===== src/hdl/gtg_pkg.sv =====
// Package for the go-to-goal controller: widths, constants, CORDIC tables.
// Depends on nothing.
package gtg_pkg;
    localparam int POS_W = 24;
    localparam int HEAD_W = 15;
    localparam int GAIN_W = 16;
    localparam int LIN_W = 20;
    localparam int ANG_W = 19;
    localparam int CFG_IDX_W = 3;
    localparam int CFG_DATA_W = 24;
    localparam int VEC_W = 34;
    localparam int Z_W = 34;
    localparam int CORDIC_STAGES_DEF = 16;

    localparam logic [CFG_IDX_W-1:0] REG_GOAL_X = 3'd0;
    localparam logic [CFG_IDX_W-1:0] REG_GOAL_Y = 3'd1;
    localparam logic [CFG_IDX_W-1:0] REG_GAIN_LIN = 3'd2;
    localparam logic [CFG_IDX_W-1:0] REG_GAIN_ANG = 3'd3;
    localparam logic [CFG_IDX_W-1:0] REG_STOP = 3'd4;
    localparam logic [CFG_IDX_W-1:0] REG_FULL = 3'd5;

    localparam logic signed [Z_W-1:0] HALF_PI_Q30 = 34'sd1686629713;
    localparam logic signed [HEAD_W+1:0] PI_Q12 = 17'sd12868;
    localparam logic signed [HEAD_W+1:0] TWO_PI_Q12 = 17'sd25736;

    typedef struct packed {
        logic signed [POS_W-1:0] goal_x;
        logic signed [POS_W-1:0] goal_y;
        logic [GAIN_W-1:0] gain_lin;
        logic [GAIN_W-1:0] gain_ang;
        logic [POS_W-1:0] stop_r;
        logic [POS_W-1:0] full_d;
    } cfg_t;

    function automatic logic signed [Z_W-1:0] atan_q30(input int i);
        logic signed [Z_W-1:0] r;
        case (i)
            0: r = 34'sd843314857;
            1: r = 34'sd497837829;
            2: r = 34'sd263043837;
            3: r = 34'sd133525159;
            4: r = 34'sd67021687;
            5: r = 34'sd33543516;
            6: r = 34'sd16775851;
            7: r = 34'sd8388437;
            8: r = 34'sd4194283;
            9: r = 34'sd2097149;
            default: r = 34'sd1073741824 >>> i;
        endcase
        return r;
    endfunction

    function automatic logic [31:0] inv_gain_q30(input int n);
        logic [63:0] t;
        t = (64'd434688583 + (64'd1 << (2 * n - 1))) >> (2 * n);
        return 32'd652032874 + t[31:0];
    endfunction
endpackage


===== src/hdl/gtg_cordic_stage.sv =====
// One CORDIC vectoring micro-rotation with its pipeline register.
// Depends on gtg_pkg.
module gtg_cordic_stage #(
    parameter int SHIFT = 0,
    parameter int PASS_W = 1
) (
    input  logic                            clk,
    input  logic                            rst_n,
    input  logic                            en,
    input  logic                            in_valid,
    input  logic signed [gtg_pkg::VEC_W-1:0] x_in,
    input  logic signed [gtg_pkg::VEC_W-1:0] y_in,
    input  logic signed [gtg_pkg::Z_W-1:0]   z_in,
    input  logic [PASS_W-1:0]               pass_in,
    output logic                            out_valid,
    output logic signed [gtg_pkg::VEC_W-1:0] x_out,
    output logic signed [gtg_pkg::VEC_W-1:0] y_out,
    output logic signed [gtg_pkg::Z_W-1:0]   z_out,
    output logic [PASS_W-1:0]               pass_out
);
    localparam logic signed [gtg_pkg::Z_W-1:0] ANG = gtg_pkg::atan_q30(SHIFT);
    logic signed [gtg_pkg::VEC_W-1:0] xs, ys, x_next, y_next;
    logic signed [gtg_pkg::Z_W-1:0] z_next;
    logic valid_reg;
    logic signed [gtg_pkg::VEC_W-1:0] x_reg, y_reg;
    logic signed [gtg_pkg::Z_W-1:0] z_reg;
    logic [PASS_W-1:0] pass_reg;

    always_comb
    begin
        xs = x_in >>> SHIFT;
        ys = y_in >>> SHIFT;
        if (!y_in[gtg_pkg::VEC_W-1])
        begin
            x_next = x_in + ys;
            y_next = y_in - xs;
            z_next = z_in + ANG;
        end
        else
        begin
            x_next = x_in - ys;
            y_next = y_in + xs;
            z_next = z_in - ANG;
        end
    end

    always_ff @(posedge clk or negedge rst_n)
    begin
        if (!rst_n)
            valid_reg <= 1'b0;
        else if (en)
            valid_reg <= in_valid;
    end

    always_ff @(posedge clk)
    begin
        if (en)
        begin
            x_reg <= x_next;
            y_reg <= y_next;
            z_reg <= z_next;
            pass_reg <= pass_in;
        end
    end

    assign out_valid = valid_reg;
    assign x_out = x_reg;
    assign y_out = y_reg;
    assign z_out = z_reg;
    assign pass_out = pass_reg;
endmodule


===== config.mk =====
export PLATFORM = sky130hd
export DESIGN_NAME = gtg_cordic_stage
export DESIGN_NICKNAME = d
export VERILOG_FILES = /design/src/hdl/gtg_pkg.sv /design/src/hdl/gtg_cordic_stage.sv
export SDC_FILE = /design/constraint.sdc
export NUM_CORES = 1
export LEC_CHECK = 0
export BUFFER_PORTS_ARGS = -buffer_cell sky130_fd_sc_hd__buf_4
export CAP_MARGIN = 20
export CORE_MARGIN = 4
export CORE_UTILIZATION = 35
export CTS_BUF_LIST = sky130_fd_sc_hd__clkbuf_8
export DETAILED_ROUTE_END_ITERATION = 12
export PLACE_DENSITY = 0.6
export SETUP_SLACK_MARGIN = 0.3
export SYNTH_ARGS = -nofsm -noshare
export SYNTH_HDL_FRONTEND = slang
export SYNTH_SLANG_ARGS = --single-unit
export TNS_END_PERCENT = 50

===== constraint.sdc =====
create_clock -name clk -period 1.1 [get_ports clk]
set_clock_uncertainty 0.15 [all_clocks]
set_input_delay 0.165 -clock clk [delete_from_list [all_inputs] [get_ports clk]]
set_output_delay 0.165 -clock clk [all_outputs]
set_load 0.01 [all_outputs]

==> run summary <==
For this run, the total global-route usage over all layers was measured as a little under a quarter. The routed wire length is about 42 mm. The filler cells instantiated in the layout total 2,442. The area of the mapped netlist is 10,500 µm². The initial antenna violation count is 0. Setup repair after global routing could not meet its margin everywhere. The count of port buffers added during placement is 210. The residual overflow from global routing is 0.

In the finished design, the share of the clock period the worst path needs comes to 234%. The repair_antennas step left the layout with diodes totalling 0. The critical path required time came out at between 1 and 1.5 ns.

The longest clock path from root to sink contains 2 buffers. The DRC marker count from the first detailed-route iteration came out at between 700 and 800. The unique cell type count in the Yosys netlist came out at 78. STA puts the critical path data arrival time at roughly 2.6 ns.

The die height is around 180 µm. The power spent charging and discharging nets is 0.00697 W. The worst setup path is captured at a flop.

For this run, the detailed router's first-pass iteration total came to 5. The max-cap check violation count came out at 0. The cts-stage hold buffer count is 2. The run finished, with violations left.

The highest ir drop seen on vdd is roughly 0.56 mV. After floorplanning, the core was sized to cover 29,600 µm². The number of pins with negative max-slew slack in the final report is 0. The slew of the pin with the lowest slew margin came out at roughly 0.6 ns. The routability congestion estimate from global placement is 0.978.

When the netlist entered floorplanning its net count stood at about 1,500. The count of clock tree sinks came out at roughly 100. The routed layout has between 10,000 and 15,000 vias.

The half-perimeter wire length after detailed placement came out at approximately 32 mm. The final-stage net count is roughly 2,200. TritonCTS created 9 clock buffers. From synthesis to final layout, the design area changed by 82.1%. The initial core utilization is around 35%. The final reports fail on negative hold slack, negative setup slack. The average cell area after synthesis came out at around 8.6 µm².

Sorting the synthesized cells by how often they occur yields a21oi_1 (156), ha_1 (131), inv_1 (103). For met2 alone, demand over resource in global routing was between 40% and 50%. By area the synthesized netlist is led by edfxtp_1 (29%), ha_1 (16%), a21oi_1 (7.4%), xnor2_1 (6.4%), o21ai_0 (3.8%). In this run the count of I/O pins placed on the die edge is 211. The clock period minus worst slack came out at around 2.6 ns.

The share of synthesized area in the top cell type comes to approximately 29%. In this run the number of H-tree levels came out at 3. The total power per unit cell area came out at roughly 990 nW/µm². The setup path with the least slack is of type input pin to flop. In the routed design, unresolved DRC markers number 0.

Of the total power, registers draw 29.0%. The remaining number of nets flagged by the antenna check after routing is 0. The area of the die came out at around 33,000 µm².

The overall power of the completed layout came out at 0.0190 W. The synthesized flop and latch total came out at approximately 100. The upper clock frequency limit came out at a little under 400 MHz.

The synthesized design contains between 100 and 150 enable-type register cells. For met1 alone, demand over resource in global routing was 31.2%. The total count of hold-check failures in the final report is 6.

The prevailing post-synth register cell is edfxtp_1. The per-cell via count in the routed design is between 5 and 6. TritonCTS built the clock tree. In this run switching power makes up a little under two fifths of total power. The critical path startpoint category is an input pin.

The clock latency reported for the late side of the worst-skew pair came out at 0.39 ns. The clock network is responsible for 13.8% of the overall power. The final worst-path setup slack came out at -1.48 ns.

The post-synthesis async set-or-reset flop share is less than 1%. The cell accounting for the most synthesized area is edfxtp_1. The worst hold path belongs to the class input pin to flop.

In the final layout, the share of cells above drive strength 1 is 54.0%. The global-route wire length before repair is between 60 and 70 mm. The met3 global-route usage came out at approximately 3.8%. a21oi_1 is the most common cell in the netlist.

The largest net degree at the start of global routing is 40. On the worst path, the slowest cell contributes a delay of 0.52 ns. Internal power comes to 0.0120 W. The number of rows created at floorplan came out at between 60 and 70.

Measured along the x axis, the die boundary spans between 150 and 200 µm. The detail-routed net length per standard cell came out at approximately 18 µm. The via count of the first global-routing pass came out at ~12,000.

Sequential cells were found to cover 29.4% of the synthesized design area. The relative slew slack came out at between 50% and 60%. The count of final setup violators came out at 200. After global routing, the most crowded layer is met2. The CTS clock-pin slew for the worst setup and hold paths came out at 0.11 ns. The tree is rooted in a clkbuf_8. The top fanout value on the critical path is 5. The total of warnings raised by yosys came out at 0. Summed over all cells, the static leakage comes to roughly 8.6 nW.

The tightest hold path in the finished design has a slack of -0.148 ns. The critical path goes through buf_12 -> inv_12 -> ha_4 -> nor2b_4 -> o311a_1 -> a31o_1 -> or4_4 -> a21o_4 -> a21boi_4 -> o41a_1 -> a21oi_1 -> xnor2_1. The slowest library cell on the worst path is or4_4. Counting every instance in the synthesized netlist gives between 1,000 and 1,500.

The combinational group share of total power came out at roughly 57%.
## area by class of cell
cell class | instances | area, µm² | share of cell area, %
Tap cell | 390 | 488 | 2.55
Sequential cell | 103 | 3090 | 16.1
Multi-Input combinational cell | 965 | 8710 | 45.5
Inverter | 107 | 468 | 2.44
Timing Repair inverter | 1 | 16.3 | 0.0849
Clock inverter | 6 | 67.6 | 0.353
Timing Repair Buffer | 723 | 6190 | 32.3
Clock buffer | 9 | 124 | 0.647
## metal layers
metal | part of all wire [%] | up-vias
met5 | 0 | -
met4 | 3.1 | 0
met3 | 5.8 | 95
met2 | 49 | 472
met1 | 43 | 5839
li1 | - | 5818
## worst max-delay path: cells and delay by family
| kind | cells | cell delay [ns] |
|---|---|---|
| compound gates | 6 | 1.34 |
| simple gates | 2 | 0.56 |
| fa+ha+maj | 1 | 0.26 |
| xor+xnor | 1 | 0.14 |
| buf+inv | 2 | 0.13 |
## placed cells by master, fill, tap and decap left out, types with 28 or more instances in the layout
master	netlist	layout
buf_6	0	139
ha_1	131	89
a21o_1	29	28
nand2_1	64	56
nor2_1	94	82
edfxtp_1	102	102
ha_4	0	35
o21ai_0	80	36
inv_1	103	86
buf_4	1	563
a21oi_2	0	46
a21oi_1	156	95
xnor2_1	77	61
## kinds of logic (layout without fill, tap and decap cells)
kind of cell	count (synthesis)	count (layout)	synth area share, %
flops	103	103	29.4
xor+xnor	96	96	7.99
compound gates	430	430	25.7
simple gates	290	290	13.3
fa+ha+maj	135	135	16.3
mux	14	14	1.34
buf+inv	161	846	5.97
## registers in the layout (all words and copies together) (netlist names)
name and flops:
pass_out 1, out_valid 1, y_out 33, x_out 34, z_out 34
## power groups by stage
stage / sequential, W / clock [W] / combinational (W)
2_1_floorplan: 0.00582 / 0 / 0.00383
3_3_place_gp: 0.00551 / 0 / 0.00856
3_5_place_dp: 0.00551 / 0 / 0.00866
4_1_cts: 0.00546 / 0.00269 / 0.00992
5_1_grt: 0.00558 / 0.00287 / 0.0116
6_report: 0.00552 / 0.00263 / 0.0109
## repair_timing
action / CTS / global route
endpoints found under the hold margin: 8 / 7
gates resized for setup: 285 / 177
setup endpoints to repair: 204 / 204
cloned: 2 / 0
buffers inserted: 45 / 21
pin swaps: 166 / 105
## through the flow
step / std cells / utilization [%] / worst slack, ns / instance area [µm²] / TNS (ns)
detailed placement: 2219 / 55.0 / -1.98 / 16300 / -143.81
finish: 2304 / 64.6 / -1.48 / 19200 / -115.45
floorplan: 1229 / - / -1.57 / 11200 / -101.81
global route: 2304 / 64.6 / -1.51 / 19200 / -125.19
global placement: 2219 / 55.0 / -1.94 / 16300 / -141.58
CTS: 2283 / 61.4 / -1.40 / 18200 / -108.61
## final timing paths
| kind | start | endpoint | slack (ns) | depth (start not counted) |
|---|---|---|---|---|
| worst max-delay path | x_in[1] | x_out[27]$_DFFE_PP_ | -1.48 | 12 |
| worst min register to register | out_valid$_DFFE_PN0P_ | out_valid$_DFFE_PN0P_ | 0.40 | 1 |
| max in group asynchronous | rst_n | out_valid$_DFFE_PN0P_ | 0.80 | 2 |
| min in group asynchronous | rst_n | out_valid$_DFFE_PN0P_ | -0.08 | 2 |
| worst min-delay path | in_valid | out_valid$_DFFE_PN0P_ | -0.15 | 2 |
| worst max register to register | out_valid$_DFFE_PN0P_ | out_valid$_DFFE_PN0P_ | 0.19 | 1 |
Note: power is estimated with default switching activity, not from simulation.
