--- src/hdl/gtg_pkg.sv ---
// Package for the go-to-goal controller: widths, constants, CORDIC tables.
// Depends on nothing.
package gtg_pkg;
    localparam int POS_W = 24;
    localparam int HEAD_W = 15;
    localparam int GAIN_W = 16;
    localparam int LIN_W = 20;
    localparam int ANG_W = 19;
    localparam int CFG_IDX_W = 3;
    localparam int CFG_DATA_W = 24;
    localparam int VEC_W = 34;
    localparam int Z_W = 34;
    localparam int CORDIC_STAGES_DEF = 16;

    localparam logic [CFG_IDX_W-1:0] REG_GOAL_X = 3'd0;
    localparam logic [CFG_IDX_W-1:0] REG_GOAL_Y = 3'd1;
    localparam logic [CFG_IDX_W-1:0] REG_GAIN_LIN = 3'd2;
    localparam logic [CFG_IDX_W-1:0] REG_GAIN_ANG = 3'd3;
    localparam logic [CFG_IDX_W-1:0] REG_STOP = 3'd4;
    localparam logic [CFG_IDX_W-1:0] REG_FULL = 3'd5;

    localparam logic signed [Z_W-1:0] HALF_PI_Q30 = 34'sd1686629713;
    localparam logic signed [HEAD_W+1:0] PI_Q12 = 17'sd12868;
    localparam logic signed [HEAD_W+1:0] TWO_PI_Q12 = 17'sd25736;

    typedef struct packed {
        logic signed [POS_W-1:0] goal_x;
        logic signed [POS_W-1:0] goal_y;
        logic [GAIN_W-1:0] gain_lin;
        logic [GAIN_W-1:0] gain_ang;
        logic [POS_W-1:0] stop_r;
        logic [POS_W-1:0] full_d;
    } cfg_t;

    function automatic logic signed [Z_W-1:0] atan_q30(input int i);
        logic signed [Z_W-1:0] r;
        case (i)
            0: r = 34'sd843314857;
            1: r = 34'sd497837829;
            2: r = 34'sd263043837;
            3: r = 34'sd133525159;
            4: r = 34'sd67021687;
            5: r = 34'sd33543516;
            6: r = 34'sd16775851;
            7: r = 34'sd8388437;
            8: r = 34'sd4194283;
            9: r = 34'sd2097149;
            default: r = 34'sd1073741824 >>> i;
        endcase
        return r;
    endfunction

    function automatic logic [31:0] inv_gain_q30(input int n);
        logic [63:0] t;
        t = (64'd434688583 + (64'd1 << (2 * n - 1))) >> (2 * n);
        return 32'd652032874 + t[31:0];
    endfunction
endpackage

--- src/hdl/gtg_post.sv ---
// Back end: gain removal, heading error, speed laws and output register.
// Depends on gtg_pkg.
module gtg_post #(
    parameter int CORDIC_STAGES = gtg_pkg::CORDIC_STAGES_DEF
) (
    input  logic                              clk,
    input  logic                              rst_n,
    input  logic                              en,
    input  logic                              in_valid,
    input  logic signed [gtg_pkg::VEC_W-1:0]   x_in,
    input  logic signed [gtg_pkg::Z_W-1:0]     z_in,
    input  logic signed [gtg_pkg::HEAD_W-1:0]  head_in,
    input  gtg_pkg::cfg_t                     cfg,
    output logic                              out_valid,
    output logic [gtg_pkg::LIN_W-1:0]          lin_out,
    output logic signed [gtg_pkg::ANG_W-1:0]   ang_out,
    output logic                              arr_out
);
    localparam int NS = (CORDIC_STAGES < 8) ? 8 : ((CORDIC_STAGES > 24) ? 24 : CORDIC_STAGES);
    localparam logic [31:0] KQ = gtg_pkg::inv_gain_q30(NS);

    logic v1_reg, v2_reg, v3_reg;
    logic [65:0] prod1;
    logic [65:0] prod_reg;
    logic signed [gtg_pkg::HEAD_W+1:0] err_reg, err2_reg;
    logic signed [gtg_pkg::Z_W-1:0] zr;
    logic signed [gtg_pkg::HEAD_W+1:0] theta, err_next;
    logic [30:0] d_next;
    logic [30:0] d_reg;
    logic signed [50:0] lin_p, ang_p;
    logic signed [50:0] lin_r, ang_r;
    logic arr_next, arr_reg;
    logic [gtg_pkg::LIN_W-1:0] lin_next, lin_reg;
    logic signed [gtg_pkg::ANG_W-1:0] ang_next, ang_reg;

    always_comb
    begin
        prod1 = {32'd0, (x_in[gtg_pkg::VEC_W-1] ? 34'd0 : x_in)} * {34'd0, KQ};
        zr = (z_in + 34'sd131072) >>> 18;
        theta = zr[gtg_pkg::HEAD_W+1:0];
        err_next = theta - {{2{head_in[gtg_pkg::HEAD_W-1]}}, head_in};
        if (err_next > gtg_pkg::PI_Q12)
            err_next = err_next - gtg_pkg::TWO_PI_Q12;
        else if (err_next < -gtg_pkg::PI_Q12)
            err_next = err_next + gtg_pkg::TWO_PI_Q12;
    end

    always_ff @(posedge clk or negedge rst_n)
    begin
        if (!rst_n)
        begin
            v1_reg <= 1'b0;
            v2_reg <= 1'b0;
        end
        else if (en)
        begin
            v1_reg <= in_valid;
            v2_reg <= v1_reg;
        end
    end

    always_ff @(posedge clk)
    begin
        if (en)
        begin
            prod_reg <= prod1;
            err_reg <= err_next;
            d_reg <= d_next;
            err2_reg <= err_reg;
        end
    end

    always_comb
    begin
        logic [65:0] t;
        t = prod_reg + (66'd1 << 35);
        d_next = {1'b0, t[65:36]};
    end

    always_comb
    begin
        lin_p = $signed({20'd0, d_reg}) * $signed({35'd0, cfg.gain_lin});
        ang_p = $signed({{34{err2_reg[gtg_pkg::HEAD_W+1]}}, err2_reg})
            * $signed({35'd0, cfg.gain_ang});
        lin_r = (lin_p + 51'sd2048) >>> 12;
        ang_r = (ang_p + 51'sd2048) >>> 12;
        arr_next = ({1'b0, d_reg} <= {8'd0, cfg.stop_r});
        lin_next = '0;
        ang_next = '0;
        if (!arr_next)
        begin
            if ({1'b0, d_reg} > {8'd0, cfg.full_d})
                lin_next = {cfg.gain_lin, 4'd0};
            else if (lin_r > 51'sd1048575)
                lin_next = 20'hFFFFF;
            else
                lin_next = lin_r[gtg_pkg::LIN_W-1:0];
            if (ang_r > 51'sd262143)
                ang_next = 19'sd262143;
            else if (ang_r < -51'sd262144)
                ang_next = -19'sd262143 - 19'sd1;
            else
                ang_next = ang_r[gtg_pkg::ANG_W-1:0];
        end
    end

    always_ff @(posedge clk or negedge rst_n)
    begin
        if (!rst_n)
            v3_reg <= 1'b0;
        else if (en)
            v3_reg <= v2_reg;
    end

    always_ff @(posedge clk)
    begin
        if (en)
        begin
            lin_reg <= lin_next;
            ang_reg <= ang_next;
            arr_reg <= arr_next;
        end
    end

    assign out_valid = v3_reg;
    assign lin_out = lin_reg;
    assign ang_out = ang_reg;
    assign arr_out = arr_reg;
endmodule

--- config.mk ---
export PLATFORM = sky130hd
export DESIGN_NAME = gtg_post
export DESIGN_NICKNAME = d
export VERILOG_FILES = /design/src/hdl/gtg_pkg.sv /design/src/hdl/gtg_post.sv
export SDC_FILE = /design/constraint.sdc
export NUM_CORES = 2
export LEC_CHECK = 0
export BUFFER_PORTS_ARGS = -buffer_cell sky130_fd_sc_hd__buf_2
export CAP_MARGIN = 0
export CORE_MARGIN = 1
export CORE_UTILIZATION = 60
export DETAILED_ROUTE_END_ITERATION = 6
export MAX_ROUTING_LAYER = met4
export PLACE_DENSITY = 0.78
export SLEW_MARGIN = 20
export SYNTH_ARGS = -nofsm -noshare
export SYNTH_HDL_FRONTEND = slang
export SYNTH_SLANG_ARGS = --single-unit
--- constraint.sdc ---
create_clock -name clk -period 7.9 [get_ports clk]
set_clock_uncertainty 0.1 [all_clocks]
set_input_delay 0.395 -clock clk [delete_from_list [all_inputs] [get_ports clk]]
set_output_delay 0.395 -clock clk [all_outputs]
set_load 0.03 [all_outputs]
==> results.toml <==
[cts]
cts_max_level = 4
cts_tree = "done"
clockBufferDepth = 2
clock_latency_ps = 500
cts_root_buf = "clkbuf_16"
clock-sinks = 133
clk_pin_slew_ps = 80
numCtsBuffers = 17

[critical_path]
end_kind = "register"
critPathMaxStageDelay_ps = 540
cp.buffers_inverters = 8
critical_path_class = "in -> reg"
crit_path_start = "x_in[33]"
cp.arrival_ps = 7820
r2r_end = "lin_out[11]"
reg2reg_depth = 25
reg2reg_from = "d_reg[19]"
critical_path_required_ps = 8040
path_common_cell = "fa_1"
critPathSlowestCell = "fa_1"
worstPathMaxFanout = 9
crit_path_start_kind = "input port"
cp_top_family = "adder cells"
rrSetupSlack_ps = 270

[grt]
grt_overflow = 0
grt_pass1_wl_um = 216000
grt_max_degree = 71
grt_antenna_before_repair = 1
grt_usage_pct = 33.7
grt_pass1_vias = 41100

[synthesis]
ys_ff_latch = 133
synth_area_per_cell_um2 = 9.66
synth_area_um2 = 50800
async_reset_ff_share_pct = 2.26
synth_nets = 7263
ys_types = 82
yosys_warnings = 0
netlist_instances = 5259
synth_ff_type = "edfxtp_1"
seq_area_frac_synth_pct = 7.83
synth_edf_count = 130

[timing]
setup_violations = 0
slew_viol_final = 0
worst_pin_slew_ps = 971
post-route-min-period_ps = 7690
clock.fmax_ghz = 0.130
period_share_pct = 97.3
hold_viol = 0
relSlewSlack_pct = 33.6

[placed_design]
portBuffers = 190
gp_congestion = 1.05
place_inst = 6815
place_hpwl_um = 113000

[detailed_routing]
vias = 37600
postRouteWirelength_um = 134000
via_per_inst = 5.46
wl_per_cell_um = 19.4
drtPass1Iterations = 5
ant_nets = 0
drt_iter0_drc = 2455
route.detailed.drc = 0

[floorplan]
core-area_um2 = 83700
die_x_um = 293
pin_count = 256
die_h_um = 293
start_util_pct = 60.7
die-area_um2 = 85900
row_count = 106

[finish]
insertedDiodeCount = 0
stdcell_count = 6891
multi_input_area_um2 = 41100
layout.area.seq_um2 = 3980
fillers = 6414
layout-drive-gt1-share_pct = 12.2
finalNetCount = 7748
area_growth_pct = 11.7

[run]
timing.max_cap.violations = 0

[hold_path]
hold_class = "in -> async"

[outcome]
status = "completed"
[repair_timing]
action                                  CTS  global route
pin swaps                                 0             9
resized for setup                         2            45
endpoints found under the hold margin     4             0
buffers inserted                          0            41
hold buffers                              2             0
gates cloned                              0             1
endpoints found under the setup margin    1            50
[final cells by class]
| cell class | instances | area share, % |
|---|---|---|
| Clock buffer | 17 | 0.749 |
| Sequential cell | 133 | 7.01 |
| Timing Repair Buffer | 605 | 7.59 |
| Clock inverter | 15 | 0.242 |
| Tap cell | 1134 | 2.50 |
| Multi-Input combinational cell | 3533 | 72.3 |
| Inverter | 1454 | 9.61 |
[logic make-up after synthesis]
| logic type | Yosys count | share of synthesized area, % |
|---|---|---|
| adders and majority gates | 1789 | 60.6 |
| and+or+nand+nor | 1138 | 11.1 |
| xor gates and xnor gates | 139 | 2.42 |
| buffers and inverters | 1593 | 11.8 |
| muxes | 6 | 0.126 |
| DFF | 133 | 7.83 |
| AOI/OAI and AO/OA | 461 | 6.11 |
[worst register-to-register path, stage by stage, from the launching register on]
cell	delay, ps
edfxtp_1	530
buf_4	240
buf_4	170
and2_1	180
fa_1	540
inv_1	50
fa_1	460
fa_1	520
fa_1	550
inv_1	60
fa_1	540
inv_1	60
fa_1	520
inv_1	40
ha_2	330
a21o_1	180
a21oi_2	160
o21ai_1	100
a221o_1	350
a2111o_1	400
a311oi_1	230
o2111ai_1	210
nor4_4	360
buf_4	180
buf_6	140
a31oi_1	120
[synth_stat cells, types with 4 or more instances]
cell,count,share of area (%)
a21o_1,84,1.2
a211o_1,4,0.069
o41ai_1,4,0.069
fa_1,1119,44
o21bai_1,16,0.24
buf_2,8,0.079
o21a_1,20,0.30
o21ai_0,62,0.61
o31ai_1,7,0.10
and2_1,339,4.2
and4_1,7,0.12
nand2_1,479,3.5
a211oi_1,17,0.25
xor2_1,50,0.86
nor3_1,21,0.21
a22oi_2,5,0.12
or3_1,6,0.074
o2111ai_1,4,0.069
o211ai_1,12,0.18
nand4_1,30,0.37
o21ai_1,13,0.13
edfxtp_1,130,7.7
nor2b_1,47,0.58
nand3_1,46,0.45
a2111oi_0,5,0.086
and3_1,26,0.32
nand2b_1,22,0.27
clkbuf_1,129,0.95
a221o_1,4,0.079
nor2_1,88,0.65
a31oi_1,36,0.44
ha_1,670,16
inv_1,1454,11
o31a_1,5,0.086
nor4_1,11,0.14
a21boi_0,5,0.074
xnor2_1,87,1.5
a21oi_1,114,1.1
o22ai_1,5,0.062
[stage by stage]
stage          setup WS [ps]  util [%]  area [µm²]  hold WS [ps]  TNS [ps]
4_1_cts                 5.38      67.2       56300          69.8         0
6_report                 213      67.9       56800           110         0
3_5_place_dp            -556      66.5       55700          92.9     -5000
2_1_floorplan          0.815         -       50900        -0.591         0
3_3_place_gp            -400      66.5       55700          92.4     -3280
5_1_grt                -86.0      67.9       56800           107      -236
[cell usage in the layout, fill, tap and decap left out, types with 17 or more instances in the layout]
| cell type | synthesis | layout |
|---|---|---|
| buf_12 | 0 | 17 |
| edfxtp_1 | 130 | 130 |
| and3_1 | 26 | 26 |
| nand3_1 | 46 | 46 |
| nand2b_1 | 22 | 22 |
| fa_1 | 1119 | 1119 |
| clkbuf_16 | 0 | 17 |
| buf_4 | 0 | 392 |
| and2_1 | 339 | 339 |
| a211oi_1 | 17 | 17 |
| o21a_1 | 20 | 20 |
| a31oi_1 | 36 | 35 |
| ha_1 | 670 | 668 |
| buf_2 | 8 | 188 |
| nor2b_1 | 47 | 26 |
| a21o_1 | 84 | 84 |
| a21oi_1 | 114 | 112 |
| o21ai_0 | 62 | 62 |
| nand4_1 | 30 | 30 |
| inv_1 | 1454 | 1451 |
| xor2_1 | 50 | 50 |
| nor2_1 | 88 | 88 |
| nor3_1 | 21 | 20 |
| xnor2_1 | 87 | 87 |
| nand2_1 | 479 | 479 |
[worst max-delay path by stage]
stage                        end  slack, ps  cells past startpoint
finish              prod_reg[60]        210                     29
global route        prod_reg[60]        -90                     27
CTS                 prod_reg[60]          5                     27
detailed placement  prod_reg[60]       -560                     26
global placement    prod_reg[60]       -400                     26
floorplan           prod_reg[60]        0.8                     24
[routing by layer]
metal / vias to the layer above / wire length, µm / track usage (%)
met5: - / 0 / -
met4: 0 / 4780 / 11.7
met3: 306 / 10300 / 5.73
met1: 18900 / 52900 / 42.1
met2: 1438 / 65500 / 55.4
li1: 16900 / - / -
Power is left out: the tool's default activity adds up to more than one toggle a clock period on the data nets, which glitch-free logic cannot reach.
